$ cat src/rtl/dpst_pkg.sv
// Shared constants, types and helpers for the phase-shifted PWM time base.
`default_nettype none

package dpst_pkg;

    localparam int COUNT_WIDTH = 16;                 // leg counter / period width
    localparam int PROD_WIDTH  = 2 * COUNT_WIDTH;    // ramp phase product width
    localparam int TICK_WIDTH  = COUNT_WIDTH + 1;    // divider tick counter width
    localparam int DIV_STEPS   = PROD_WIDTH;         // one quotient bit per cycle
    localparam int DIV_CNT_WIDTH = $clog2(DIV_STEPS + 1);

    localparam int CFG_INDEX_WIDTH = 8;
    localparam int CFG_DATA_WIDTH  = 16;

    // register indexes
    localparam logic [CFG_INDEX_WIDTH-1:0] REG_SAMPLE_DIVIDER      = 8'd0;
    localparam logic [CFG_INDEX_WIDTH-1:0] REG_RAMP_STEPS          = 8'd1;
    localparam logic [CFG_INDEX_WIDTH-1:0] REG_RAMP_ENABLE         = 8'd2;
    localparam logic [CFG_INDEX_WIDTH-1:0] REG_INITIAL_HALF_PERIOD = 8'd3;

    // reset values of the registers
    localparam logic [15:0] SAMPLE_DIVIDER_RST      = 16'd1000;
    localparam logic [15:0] RAMP_STEPS_RST          = 16'd5000;
    localparam logic        RAMP_ENABLE_RST         = 1'b1;
    localparam logic [15:0] INITIAL_HALF_PERIOD_RST = 16'd277;

    typedef struct packed {
        logic step_live;   // commit one tick using the port input
        logic div_start;   // latch tick, start ramp phase division
        logic step_held;   // commit latched tick with division result
    } dpst_cmd_t;

    typedef struct packed {
        logic strobe_ramp; // current tick is a strobe with ramp running
        logic div_done;    // quotient ready
    } dpst_status_t;

    // zero period or divisor counts as one
    function automatic logic [COUNT_WIDTH-1:0] at_least_one(input logic [COUNT_WIDTH-1:0] v);
        at_least_one = (v == '0) ? COUNT_WIDTH'(1) : v;
    endfunction

endpackage

`default_nettype wire

$ cat src/rtl/dpst_div.sv
// Serial restoring divider, one quotient bit per cycle.
`default_nettype none

module dpst_div (
    input  wire logic                           clk,
    input  wire logic                           rst_n,
    input  wire logic                           start,
    input  wire logic [dpst_pkg::PROD_WIDTH-1:0]  dividend,
    input  wire logic [dpst_pkg::COUNT_WIDTH-1:0] divisor,
    output logic                                done,
    output logic [dpst_pkg::PROD_WIDTH-1:0]       quotient
);
    import dpst_pkg::*;

    logic [COUNT_WIDTH-1:0]   rem_reg, rem_next;
    logic [PROD_WIDTH-1:0]    quo_reg, quo_next;
    logic [COUNT_WIDTH-1:0]   dsr_reg, dsr_next;
    logic [DIV_CNT_WIDTH-1:0] cnt_reg, cnt_next;
    logic                     busy_reg, busy_next;
    logic                     done_reg, done_next;
    logic [COUNT_WIDTH:0]     rem_sh;
    logic                     fits;

    // shift next dividend bit into the partial remainder
    assign rem_sh = {rem_reg, quo_reg[PROD_WIDTH-1]};
    assign fits   = rem_sh >= {1'b0, dsr_reg};

    always_comb
    begin
        rem_next  = rem_reg;
        quo_next  = quo_reg;
        dsr_next  = dsr_reg;
        cnt_next  = cnt_reg;
        busy_next = busy_reg;
        done_next = 1'b0;
        if (start)
        begin
            rem_next  = '0;
            quo_next  = dividend;
            dsr_next  = divisor;
            cnt_next  = '0;
            busy_next = 1'b1;
        end
        else if (busy_reg)
        begin
            rem_next = fits ? COUNT_WIDTH'(rem_sh - {1'b0, dsr_reg}) : rem_sh[COUNT_WIDTH-1:0];
            quo_next = {quo_reg[PROD_WIDTH-2:0], fits};
            cnt_next = cnt_reg + 1'b1;
            if (cnt_reg == DIV_CNT_WIDTH'(DIV_STEPS - 1))
            begin
                busy_next = 1'b0;
                done_next = 1'b1;
            end
        end
    end

    always_ff @(posedge clk or negedge rst_n)
    begin
        if (!rst_n)
        begin
            busy_reg <= 1'b0;
            done_reg <= 1'b0;
            cnt_reg  <= '0;
        end
        else
        begin
            busy_reg <= busy_next;
            done_reg <= done_next;
            cnt_reg  <= cnt_next;
        end
    end

    always_ff @(posedge clk)
    begin
        rem_reg <= rem_next;
        quo_reg <= quo_next;
        dsr_reg <= dsr_next;
    end

    assign done     = done_reg;
    assign quotient = quo_reg;

endmodule

`default_nettype wire

$ cat src/rtl/dpst_datapath.sv
// Time base state: divider, ramp, phase/period handling, leg counters, config registers.
`default_nettype none

module dpst_datapath (
    input  wire logic                               clk,
    input  wire logic                               rst_n,
    input  wire dpst_pkg::dpst_cmd_t                cmd,
    output dpst_pkg::dpst_status_t                  status,
    input  wire logic [15:0]                        requested_half_period,
    input  wire logic                               cfg_we,
    input  wire logic [dpst_pkg::CFG_INDEX_WIDTH-1:0] cfg_index,
    input  wire logic [dpst_pkg::CFG_DATA_WIDTH-1:0]  cfg_data,
    output logic [15:0]                             leg1_count,
    output logic [15:0]                             leg2_count,
    output logic [15:0]                             half_period,
    output logic [15:0]                             phase_offset,
    output logic                                    sample_strobe,
    output logic                                    ramp_active,
    output logic                                    leg1_falling,
    output logic                                    leg2_falling
);
    import dpst_pkg::*;

    // config registers
    logic [15:0] sample_divider_reg, sample_divider_next;
    logic [COUNT_WIDTH-1:0] ramp_steps_reg, ramp_steps_next;
    logic ramp_enable_reg, ramp_enable_next;

    // time base state
    logic [TICK_WIDTH-1:0]  tick_cnt_reg, tick_cnt_next;
    logic [COUNT_WIDTH-1:0] ramp_cnt_reg, ramp_cnt_next;
    logic [COUNT_WIDTH-1:0] phase_tgt_reg, phase_tgt_next;
    logic [COUNT_WIDTH-1:0] phase_app_reg, phase_app_next;
    logic [COUNT_WIDTH-1:0] active_half_reg, active_half_next;
    logic [COUNT_WIDTH-1:0] pending_reg, pending_next;
    logic [COUNT_WIDTH-1:0] applied_req_reg, applied_req_next;
    logic [COUNT_WIDTH-1:0] leg1_reg, leg1_next;
    logic [COUNT_WIDTH-1:0] leg2_reg, leg2_next;
    logic leg1_dir_reg, leg1_dir_next;
    logic leg2_dir_reg, leg2_dir_next;
    logic strobe_out_reg, strobe_out_next;
    logic [COUNT_WIDTH-1:0] req_hold_reg, req_hold_next;

    logic [TICK_WIDTH-1:0]  tick_inc;
    logic                   strobe;
    logic [COUNT_WIDTH-1:0] ramp_dec;
    logic [COUNT_WIDTH-1:0] req_sel;
    logic [PROD_WIDTH-1:0]  product;
    logic [PROD_WIDTH-1:0]  quotient;
    logic [COUNT_WIDTH-1:0] quot_sat;
    logic                   div_done;
    logic                   step;
    logic                   l1_f, l2_f;
    logic [COUNT_WIDTH-1:0] leg2_pre;

    function automatic logic dir_of(input logic [COUNT_WIDTH-1:0] cnt, input logic falling,
                                    input logic [COUNT_WIDTH-1:0] half);
        if (cnt >= half)
            dir_of = 1'b1;
        else if (cnt == '0)
            dir_of = 1'b0;
        else
            dir_of = falling;
    endfunction

    function automatic logic [COUNT_WIDTH-1:0] cnt_of(input logic [COUNT_WIDTH-1:0] cnt,
                                                      input logic falling);
        if (falling)
            cnt_of = (cnt != '0) ? cnt - 1'b1 : cnt;
        else
            cnt_of = cnt + 1'b1;
    endfunction

    assign tick_inc = tick_cnt_reg + 1'b1;
    assign strobe   = tick_inc > {1'b0, sample_divider_reg};
    assign ramp_dec = ramp_cnt_reg - 1'b1;
    assign req_sel  = cmd.step_held ? req_hold_reg : at_least_one(requested_half_period);
    assign product  = ramp_dec * active_half_reg;
    assign quot_sat = (quotient[PROD_WIDTH-1:COUNT_WIDTH] != '0) ? '1 : quotient[COUNT_WIDTH-1:0];
    assign step     = cmd.step_live || cmd.step_held;

    assign status.strobe_ramp = strobe && (ramp_cnt_reg != '0);
    assign status.div_done    = div_done;

    dpst_div u_div (
        .clk      (clk),
        .rst_n    (rst_n),
        .start    (cmd.div_start),
        .dividend (product),
        .divisor  (at_least_one(ramp_steps_reg)),
        .done     (div_done),
        .quotient (quotient)
    );

    always_comb
    begin
        sample_divider_next = sample_divider_reg;
        ramp_steps_next     = ramp_steps_reg;
        ramp_enable_next    = ramp_enable_reg;
        tick_cnt_next       = tick_cnt_reg;
        ramp_cnt_next       = ramp_cnt_reg;
        phase_tgt_next      = phase_tgt_reg;
        phase_app_next      = phase_app_reg;
        active_half_next    = active_half_reg;
        pending_next        = pending_reg;
        applied_req_next    = applied_req_reg;
        leg1_next           = leg1_reg;
        leg2_next           = leg2_reg;
        leg1_dir_next       = leg1_dir_reg;
        leg2_dir_next       = leg2_dir_reg;
        strobe_out_next     = strobe_out_reg;
        req_hold_next       = req_hold_reg;
        l1_f                = leg1_dir_reg;
        l2_f                = leg2_dir_reg;
        leg2_pre            = leg2_reg;

        if (cmd.div_start)
            req_hold_next = req_sel;

        if (step)
        begin
            tick_cnt_next   = strobe ? '0 : tick_inc;
            strobe_out_next = strobe;
            if (strobe)
            begin
                if (ramp_cnt_reg != '0)
                begin
                    ramp_cnt_next  = ramp_dec;
                    phase_tgt_next = quot_sat;
                end
                else
                    pending_next = req_sel;
            end

            leg2_pre = leg2_reg;
            if (phase_app_reg != phase_tgt_next && leg1_reg == phase_tgt_next)
            begin
                phase_app_next = phase_tgt_next;
                leg2_pre       = '0;
            end

            if (pending_next != applied_req_reg && leg1_reg == '0 && leg1_dir_reg
                && ramp_cnt_next == '0)
            begin
                applied_req_next = pending_next;
                active_half_next = at_least_one(pending_next);
            end

            l1_f          = dir_of(leg1_reg, leg1_dir_reg, active_half_next);
            l2_f          = dir_of(leg2_pre, leg2_dir_reg, active_half_next);
            leg1_dir_next = l1_f;
            leg2_dir_next = l2_f;
            leg1_next     = cnt_of(leg1_reg, l1_f);
            leg2_next     = cnt_of(leg2_pre, l2_f);
        end
        else if (cfg_we)
        begin
            unique case (cfg_index)
                REG_SAMPLE_DIVIDER:
                begin
                    sample_divider_next = cfg_data;
                end
                REG_RAMP_STEPS:
                begin
                    ramp_steps_next = cfg_data;
                    ramp_cnt_next   = ramp_enable_reg ? cfg_data : '0;
                end
                REG_RAMP_ENABLE:
                begin
                    ramp_enable_next = cfg_data[0];
                    ramp_cnt_next    = cfg_data[0] ? ramp_steps_reg : '0;
                end
                REG_INITIAL_HALF_PERIOD:
                begin
                    active_half_next = at_least_one(cfg_data);
                end
                default:
                begin
                end
            endcase
        end
    end

    always_ff @(posedge clk or negedge rst_n)
    begin
        if (!rst_n)
        begin
            sample_divider_reg <= SAMPLE_DIVIDER_RST;
            ramp_steps_reg     <= RAMP_STEPS_RST;
            ramp_enable_reg    <= RAMP_ENABLE_RST;
            tick_cnt_reg       <= '0;
            ramp_cnt_reg       <= RAMP_ENABLE_RST ? RAMP_STEPS_RST : '0;
            phase_tgt_reg      <= '0;
            phase_app_reg      <= '0;
            active_half_reg    <= INITIAL_HALF_PERIOD_RST;
            pending_reg        <= '0;
            applied_req_reg    <= '0;
            leg1_reg           <= '0;
            leg2_reg           <= '0;
            leg1_dir_reg       <= 1'b1;
            leg2_dir_reg       <= 1'b1;
            strobe_out_reg     <= 1'b0;
        end
        else
        begin
            sample_divider_reg <= sample_divider_next;
            ramp_steps_reg     <= ramp_steps_next;
            ramp_enable_reg    <= ramp_enable_next;
            tick_cnt_reg       <= tick_cnt_next;
            ramp_cnt_reg       <= ramp_cnt_next;
            phase_tgt_reg      <= phase_tgt_next;
            phase_app_reg      <= phase_app_next;
            active_half_reg    <= active_half_next;
            pending_reg        <= pending_next;
            applied_req_reg    <= applied_req_next;
            leg1_reg           <= leg1_next;
            leg2_reg           <= leg2_next;
            leg1_dir_reg       <= leg1_dir_next;
            leg2_dir_reg       <= leg2_dir_next;
            strobe_out_reg     <= strobe_out_next;
        end
    end

    always_ff @(posedge clk)
    begin
        req_hold_reg <= req_hold_next;
    end

    assign leg1_count    = leg1_reg;
    assign leg2_count    = leg2_reg;
    assign half_period   = active_half_reg;
    assign phase_offset  = phase_tgt_reg;
    assign sample_strobe = strobe_out_reg;
    assign ramp_active   = (ramp_cnt_reg != '0);
    assign leg1_falling  = leg1_dir_reg;
    assign leg2_falling  = leg2_dir_reg;

endmodule

`default_nettype wire

$ cat src/rtl/dpst_ctrl.sv
// Controller: input/output handshake and sequencing of ramp strobe ticks.
`default_nettype none

module dpst_ctrl (
    input  wire logic                   clk,
    input  wire logic                   rst_n,
    input  wire logic                   in_valid,
    output logic                        in_stall,
    output logic                        out_valid,
    input  wire logic                   out_stall,
    input  wire dpst_pkg::dpst_status_t status,
    output dpst_pkg::dpst_cmd_t         cmd
);
    import dpst_pkg::*;

    localparam logic [1:0] ST_IDLE = 2'd0;  // one tick per cycle unless the output is stalled
    localparam logic [1:0] ST_DIV  = 2'd1;  // phase division running
    localparam logic [1:0] ST_FIN  = 2'd2;  // commit held tick

    logic [1:0] state_reg, state_next;
    logic       out_valid_reg, out_valid_next;
    logic       out_free;
    logic       accept;

    assign out_free = !out_valid_reg || !out_stall;
    assign in_stall = (state_reg != ST_IDLE) || !out_free;
    assign accept   = in_valid && !in_stall;

    always_comb
    begin
        state_next = state_reg;
        cmd        = '0;
        unique case (state_reg)
            ST_IDLE:
            begin
                if (accept)
                begin
                    if (status.strobe_ramp)
                    begin
                        cmd.div_start = 1'b1;
                        state_next    = ST_DIV;
                    end
                    else
                        cmd.step_live = 1'b1;
                end
            end
            ST_DIV:
            begin
                if (status.div_done)
                    state_next = ST_FIN;
            end
            ST_FIN:
            begin
                if (out_free)
                begin
                    cmd.step_held = 1'b1;
                    state_next    = ST_IDLE;
                end
            end
            default:
            begin
                state_next = ST_IDLE;
            end
        endcase
    end

    always_comb
    begin
        out_valid_next = out_valid_reg;
        if (cmd.step_live || cmd.step_held)
            out_valid_next = 1'b1;
        else if (out_valid_reg && !out_stall)
            out_valid_next = 1'b0;
    end

    always_ff @(posedge clk or negedge rst_n)
    begin
        if (!rst_n)
        begin
            state_reg     <= ST_IDLE;
            out_valid_reg <= 1'b0;
        end
        else
        begin
            state_reg     <= state_next;
            out_valid_reg <= out_valid_next;
        end
    end

    assign out_valid = out_valid_reg;

endmodule

`default_nettype wire

$ cat src/rtl/dual_updown_pwm_phase_shift_timebase_unit.sv
// Top level of the phase-shifted dual up/down PWM time base.
`default_nettype none

// Each input beat is one time-base tick carrying the requested half period;
// each tick returns one output beat with both triangle leg counters, their
// directions, the half period and phase target in effect, the sample strobe
// and the soft-start flag. An ordinary tick is accepted whenever the output
// register is empty or being taken in the same cycle, so ticks stream at one
// per clock. A tick on which the sample strobe fires while the soft-start
// ramp is running holds the input off: the accept cycle loads the serial
// divider with the 16x16 product (ramp-1)*half_period, the divider produces
// the 32-bit quotient one bit per cycle, its registered done flag moves the
// controller to the commit state, and that state commits the tick with the
// new phase target (waiting while the output register is stalled). in_stall
// stays high during that time. The configuration port is always ready
// (cfg_ready tied high); write it only when no beat is in flight. Writing
// ramp_steps or ramp_enable restarts the ramp if it is enabled and stops it
// otherwise, writing initial_half_period loads the peak in effect, other
// indexes are dropped. Leg counters are 16 bits wide; a half period or ramp
// step count of zero is treated as one.

module dual_updown_pwm_phase_shift_timebase_unit (
    input  wire logic                                 clk,
    input  wire logic                                 rst_n,
    // tick input
    input  wire logic                                 in_valid,
    output logic                                      in_stall,
    input  wire logic [15:0]                          requested_half_period,
    // result output
    output logic                                      out_valid,
    input  wire logic                                 out_stall,
    output logic [15:0]                               leg1_count,
    output logic [15:0]                               leg2_count,
    output logic [15:0]                               half_period,
    output logic [15:0]                               phase_offset,
    output logic                                      sample_strobe,
    output logic                                      ramp_active,
    output logic                                      leg1_falling,
    output logic                                      leg2_falling,
    // configuration write
    input  wire logic                                 cfg_valid,
    output logic                                      cfg_ready,
    input  wire logic [dpst_pkg::CFG_INDEX_WIDTH-1:0] cfg_index,
    input  wire logic [dpst_pkg::CFG_DATA_WIDTH-1:0]  cfg_data
);
    import dpst_pkg::*;

    dpst_cmd_t    cmd;
    dpst_status_t status;

    assign cfg_ready = 1'b1;

    // sequencing: handshakes, divider launch and commit
    dpst_ctrl u_ctrl (
        .clk       (clk),
        .rst_n     (rst_n),
        .in_valid  (in_valid),
        .in_stall  (in_stall),
        .out_valid (out_valid),
        .out_stall (out_stall),
        .status    (status),
        .cmd       (cmd)
    );

    // all time-base state; outputs come straight from its registers
    dpst_datapath u_datapath (
        .clk                   (clk),
        .rst_n                 (rst_n),
        .cmd                   (cmd),
        .status                (status),
        .requested_half_period (requested_half_period),
        .cfg_we                (cfg_valid && cfg_ready),
        .cfg_index             (cfg_index),
        .cfg_data              (cfg_data),
        .leg1_count            (leg1_count),
        .leg2_count            (leg2_count),
        .half_period           (half_period),
        .phase_offset          (phase_offset),
        .sample_strobe         (sample_strobe),
        .ramp_active           (ramp_active),
        .leg1_falling          (leg1_falling),
        .leg2_falling          (leg2_falling)
    );

    // a tick never commits over a result that is still waiting
    a_commit_free: assert property (@(posedge clk) disable iff (!rst_n)
        (cmd.step_live || cmd.step_held) |-> !(out_valid && out_stall))
        else $error("tick committed over a held output beat");

    // a committed tick shows up as an output beat next cycle
    a_commit_valid: assert property (@(posedge clk) disable iff (!rst_n)
        (cmd.step_live || cmd.step_held) |=> out_valid)
        else $error("committed tick produced no output beat");

    // once a division starts, input is held off
    a_div_blocks: assert property (@(posedge clk) disable iff (!rst_n)
        cmd.div_start |=> in_stall)
        else $error("input accepted during phase division");

    // divider finishes only while a ramp tick is in flight
    a_done_busy: assert property (@(posedge clk) disable iff (!rst_n)
        status.div_done |-> in_stall)
        else $error("divider finished with no ramp tick pending");

endmodule

`default_nettype wire
$ cat config.mk
export PLATFORM = sky130hd
export DESIGN_NAME = dual_updown_pwm_phase_shift_timebase_unit
export DESIGN_NICKNAME = d
export VERILOG_FILES = /design/src/rtl/dpst_pkg.sv /design/src/rtl/dpst_div.sv /design/src/rtl/dpst_datapath.sv /design/src/rtl/dpst_ctrl.sv /design/src/rtl/dual_updown_pwm_phase_shift_timebase_unit.sv
export SDC_FILE = /design/constraint.sdc
export NUM_CORES = 1
export LEC_CHECK = 0
export BUFFER_PORTS_ARGS = -buffer_cell sky130_fd_sc_hd__buf_2
export CORE_MARGIN = 5
export CORE_UTILIZATION = 55
export DETAILED_ROUTE_END_ITERATION = 10
export PLACE_DENSITY = 0.71
export SYNTH_ARGS = -nofsm -noshare
export SYNTH_HDL_FRONTEND = slang
export SYNTH_HIERARCHICAL = 1
export SYNTH_SLANG_ARGS = --single-unit
$ cat constraint.sdc
create_clock -name clk -period 16.05 [get_ports clk]
set_input_delay 0.8025 -clock clk [delete_from_list [all_inputs] [get_ports clk]]
set_output_delay 0.8025 -clock clk [all_outputs]
set_load 0.01 [all_outputs]
## Word level (Yosys, flattened, before mapping)

Index checks and enable logic that the tools add are counted.

| word-level totals | value |
|---|---|
| bits in latches | 0 |
| memory bits (read-only) | 0 |
| memories kept | 0 |
| bits in writable memories | 0 |
| logic and storage cells | 155 |
| output and inout bits | 71 |
| register bits after elaboration | 272 |

| operators by class | value |
|---|---|
| add/sub/neg operators | 8 |
| multipliers | 1 |
| shift operators | 0 |
| bitwise operators | 1 |
| equal/unequal tests | 14 |
| muxes and demuxes | 61 |
| reductions and logical operators | 42 |
| divide/modulo/power cells | 0 |
| magnitude comparators | 4 |

Operator list:

| cell | count |
|---|---|
| $mux 16 | 30 |
| $logic_not 16->1 | 7 |
| $mux 32 | 2 |
| $reduce_bool 16->1 | 4 |
| $sub 16x1->16 const B | 3 |
| $add 16x1->16 const B | 2 |
| $ge 16x16->1 | 2 |
| $mul 16x16->32 | 1 |
| $ne 16x16->1 | 2 |
| $pmux 16 s2 | 1 |
| $mux 1 | 18 |
| $add 17x1->17 const B | 1 |
| $ge 17x16->1 | 1 |
| $gt 17x16->1 | 1 |
| $mux 17 | 1 |
| $eq 16x16->1 | 1 |
| $eq 8x2->1 const B | 2 |
| $sub 16x16->16 | 1 |
| $mux 2 | 6 |
| $mux 6 | 2 |
| $reduce_and 2->1 | 5 |
| $reduce_bool 2->1 | 5 |
| $reduce_and 3->1 | 3 |
| $eq 8x1->1 const B | 1 |
| 15 further kinds | 29 |

## Logic depth before layout (Yosys ltp)

| logic depth | value |
|---|---|
| depth after elaboration | 21 |
| gate-level depth with buffers | 48 |
| depth with buffers taken out | 45 |

## Cells and area by module

The synthesis kept the hierarchy.

Modules (own cells, without submodules):

| module | area each (µm²) | sequential area each (µm²) | cells an instance | instances |
|---|---|---|---|---|
| dpst_datapath | 21429.3 | 5038.6 | 2469 | 1 |
| dpst_div | 3957.5 | 1961.9 | 349 | 1 |
| dpst_ctrl | 168.9 | 75.1 | 18 | 1 |
| dual_updown_pwm_phase_shift_timebase_unit | 11.3 | 0.0 | 2 | 1 |

## Least setup slack after synthesis

OpenSTA, ideal clock, no wires.

| timing path | value |
|---|---|
| path type | reg-to-reg |
| from | register u_datapath.tick_cnt_reg[2] |
| to | register u_datapath.leg1_reg[13], in the netlist u_datapath/leg1_count[13] |
| data required time | 15.925 ns |
| arrival time | 9.132 ns |
| setup time | 0.125 ns |
| cell stages (with the launch flop) | 47 |
| path slack | 6.794 ns |
| path buffers | 2 |
| cell sequence | dfrtp_1 -> and3_1 -> and3_1 -> clkbuf_1 -> nand2_1 -> nor2_1 -> nand3_1 -> nor2_1 -> xor2_1 -> ha_1 -> nand4_1 -> nor2_1 -> a41o_1 -> and2_1 -> nor3_2 -> buf_2 -> mux2i_1 -> xor2_1 -> (+11 left out) -> a21o_1 -> a31oi_1 -> o21ai_0 -> a21o_1 -> ha_1 -> a21o_1 -> a21o_1 -> a21o_1 -> a21oi_1 -> o21bai_1 -> a211o_1 -> a2111oi_0 -> nor2_1 -> a21oi_1 -> nor2b_1 -> nor2_1 -> xnor2_1 -> mux2_2 |

| on the way | value |
|---|---|
| longest elaborated chain between the ends | 15 |

RTL lines:

| item | RTL line | text |
|---|---|---|
| start, declared | dpst_datapath.sv:30 | `logic [TICK_WIDTH-1:0] tick_cnt_reg, tick_cnt_next;` |
| start signal, assigned | dpst_datapath.sv:209 | `tick_cnt_reg <= tick_cnt_next;` |
| $add 17x1->17 * | dpst_datapath.sv:74 | `assign tick_inc = tick_cnt_reg + 1'b1;` |
| $gt 17x16->1 * | dpst_datapath.sv:75 | `assign strobe = tick_inc > {1'b0, sample_divider_reg};` |
| $mux 16 | dpst_datapath.sv:124 | `if (strobe)` |
| $mux 16 | dpst_datapath.sv:120 | `if (step)` |
| $ne 16x16->1 | dpst_datapath.sv:142 | `if (pending_next != applied_req_reg && leg1_reg == '0 && leg1_dir_reg` |
| $logic_and 1x1->1 (2 in a row) | dpst_datapath.sv:142 |  |
| $logic_and 1x1->1 | dpst_datapath.sv:143 | `&& ramp_cnt_next == '0)` |
| $mux 16 | dpst_datapath.sv:142 |  |
| $mux 16 | dpst_datapath.sv:120 |  |
| $ge 16x16->1 | dpst_datapath.sv:58 | `if (cnt >= half)` |
| $mux 1 | dpst_datapath.sv:58 |  |
| $mux 1 | dpst_datapath.sv:120 |  |
| $ne 2x2->1 (no source line) | -- |  |
| $reduce_and 2->1 (no source line) | -- |  |
| end signal, assigned | dpst_datapath.sv:216 | `leg1_reg <= leg1_next;` |
| end, declared | dpst_datapath.sv:37 | `logic [COUNT_WIDTH-1:0] leg1_reg, leg1_next;` |

Mark *: on every way between the ends. The rest lies on a longest branch, timed or not. The select of a mux whose other input is x is not followed.
A chain may end at the register's enable or synchronous reset.

==> flow_metrics.py <==
metrics = {
    "grt": {
        "gr-total-overflow": 0,
        "grt_pass1_vias": 21550,
        "grt_max_degree": 109,
        "grt_pass1_wl_mm": 119.6,
        "grt_antenna_before_repair": 0,
        "grtUsageTotal_pct": 29.38,
    },
    "min_path": {
        "hold_path.class": "in2async",
    },
    "layout": {
        "final_net_count": 3295,
        "post-route-cell-area_um2": 27640,
        "final_cell_mix": "357 x nand2_1, 322 x inv_1, 196 x fa_1, 187 x ha_1, 173 x o21ai_0",
        "diodes": 0,
        "regArea_um2": 7076,
        "final_common_cell": "nand2_1",
        "largest_reg_flops": 32,
        "fill_cells": 4010,
        "final_layout_size_suffix_gt1_share_pct": 12.21,
        "syn2layout_area_growth_pct": 8.094,
        "multi_input_area_um2": 16640,
    },
    "sta": {
        "maxSlewHeadroom_pct": 18.24,
        "rsz0062_at_grt": "no",
        "max_freq_mhz": 92.61,
        "worst_slew_pin_slew_ns": 1.222,
        "setup_viol": 0,
        "drv_slew": 0,
        "period_needed_ns": 10.80,
        "finalCritPeriodShare_pct": 67.27,
        "finalHoldViolations": 0,
        "fin_tns_setup_ns": 0,
        "finalWorstSetupSlack_ns": 5.253,
        "clock_skew_ns": 0.02316,
    },
    "synth": {
        "synth.distinct_cells": 101,
        "synth_ff_type": "dfrtp_1",
        "yosysSeqAreaShare_pct": 27.67,
        "synthArstFlopShare_pct": 70.59,
        "syn_nets": 3266,
        "syn_area_um2": 25570,
        "synth.avg_cell_area_um2": 9.009,
        "synth-edff-count": 64,
        "ys_seq_elements": 272,
        "ys_warn_count": 6,
        "synth_cells": 2838,
    },
    "floorplan": {
        "dieArea_um2": 50900,
        "coreArea_um2": 46260,
        "num_rows": 79,
        "pin_count": 116,
        "die_height_um": 225.6,
        "initial_utilization_pct": 55.27,
        "die_x_um": 225.6,
    },
    "drt": {
        "drt_iter0_drc": 2179,
        "dr.pass1.iters": 6,
        "ant_nets": 0,
        "wirelength_mm": 75.76,
        "viasPerCell": 6.118,
        "routedWlPerCell_um": 21.65,
        "drc": 0,
        "vias": 21410,
    },
    "power": {
        "p_leak_nw": 12.60,
        "power_per_cell_area_nw_per_um2": 93.37,
        "finalPower_mw": 2.580,
        "ir_drop_mv": 0.1268,
    },
    "clock_tree": {
        "clock_latency_ns": 0.60,
        "cts_buffers": 31,
        "post_cts_resized": 0,
        "cts_hold_buffers": 0,
        "tritoncts": "done",
        "cts_setup_buffers": 0,
        "cts_root_buf": "clkbuf_16",
        "clk_pin_slew_ns": 0.06,
        "cts.sinks": 272,
        "cts_buffer_depth": 3,
        "htree_levels": 1,
    },
    "critical_path": {
        "startpoint_type": "register",
        "crit_slowest_cell": "nand2_2",
        "cpLargestDelayFamily": "compound AO/OA/AOI/OAI gates",
        "worstPathRequired_ns": 16.50,
        "critPathMostFrequentCell": "a21o_1",
        "end_kind": "register",
        "cp.arrival_ns": 11.25,
        "worstPathBufferInverterCount": 1,
        "critPathMaxStageDelay_ns": 0.69,
        "path_class": "reg2reg",
        "path_max_fanout": 27,
    },
    "job": {
        "max-cap-violations": 0,
    },
    "place": {
        "place.gp.congestion": 0.9610,
        "numPortBuffers": 114,
        "dp_slack_ns": 5.560,
        "dp_hpwl_mm": 55.88,
        "place_area_um2": 26530,
    },
    "outcome": {
        "status": "finished, final reports clean",
    },
}
==> area by class of cell <==
class                      instances  area share (%)
clock buffer                      39           3.178
clock inverter                    19          0.8240
inverter                         324           4.401
multi-input combinational       2090           60.23
sequential                       272           25.60
tap                              607           2.748
timing repair buffer             148           3.020
==> synth_stat cells (64+ instances only) <==
cell type    n  area [µm²]
fa_1       196        3924
xnor2_1     79       691.9
and2_1     126       788.3
clkbuf_1   111       416.7
ha_1       187        2340
a21oi_1    133       665.6
dfrtp_1    169        4229
edfxtp_1    64        1922
nor2_1     150       563.0
mux2_2      80       900.9
o21ai_0    173       865.8
nand2_1    357        1340
inv_1      322        1209
==> logic make-up (layout without fill, tap and decap cells) <==
family / after synthesis / after routing / share of synthesized area (%)
AND/OR/NAND/NOR: 916 / 916 / 17.63
AO/OA/AOI/OAI: 566 / 566 / 14.18
buffers and inverters: 476 / 530 / 7.443
adder cells (fa/ha/maj): 383 / 383 / 24.50
flip-flops: 272 / 272 / 27.67
XOR/XNOR: 124 / 124 / 4.248
multiplexers: 100 / 100 / 4.311
other: 1 / 1 / 0.01467
==> stage by stage <==
step,util [%],hold slack [ns],std cells
after floorplan,-,0.4492,2838
after global placement,57.35,0.4636,3441
after detailed placement,57.35,0.4695,3441
after CTS,59.74,0.3930,3499
after global routing,59.74,0.4316,3499
final,59.74,0.3434,3499
==> path summary, 6_finish.rpt <==
path	start	to	slack (ns)	cells after the start
setup / recovery	u_datapath/tick_cnt_reg[2]$_DFFE_PN0P_	u_datapath/leg1_count[15]$_DFFE_PN0P_	5.25	44
setup reg to reg	u_datapath/tick_cnt_reg[2]$_DFFE_PN0P_	u_datapath/leg1_count[15]$_DFFE_PN0P_	5.25	44
max in group asynchronous	rst_n	u_datapath/sample_divider_reg[1]$_DFFE_PN0P_	14.11	2
hold reg to reg	u_datapath/pending_reg[8]$_DFFE_PN0P_	u_datapath/pending_reg[8]$_DFFE_PN0P_	0.48	2
hold / removal	rst_n	u_datapath/pending_reg[14]$_DFFE_PN0P_	0.34	1
min in group clk	u_datapath/pending_reg[8]$_DFFE_PN0P_	u_datapath/pending_reg[8]$_DFFE_PN0P_	0.48	2
==> routing by layer <==
| metal | wire length [µm] | up-vias | global-route usage (%) |
|---|---|---|---|
| met3 | 6650 | 173 | 5.486 |
| met2 | 35190 | 1000 | 47.47 |
| li1 | - | 9723 | - |
| met5 | 0 | - | 0 |
| met4 | 2774 | 0 | 9.430 |
| met1 | 31140 | 10510 | 40.43 |
==> power breakdown <==
part	leakage [nW]	internal, mW	switching, mW
clock	0.538	0.466	0.311
sequential	3.14	0.751	0.114
combinational	8.92	0.383	0.555
No activity file was read; power rests on OpenSTA's default activity.
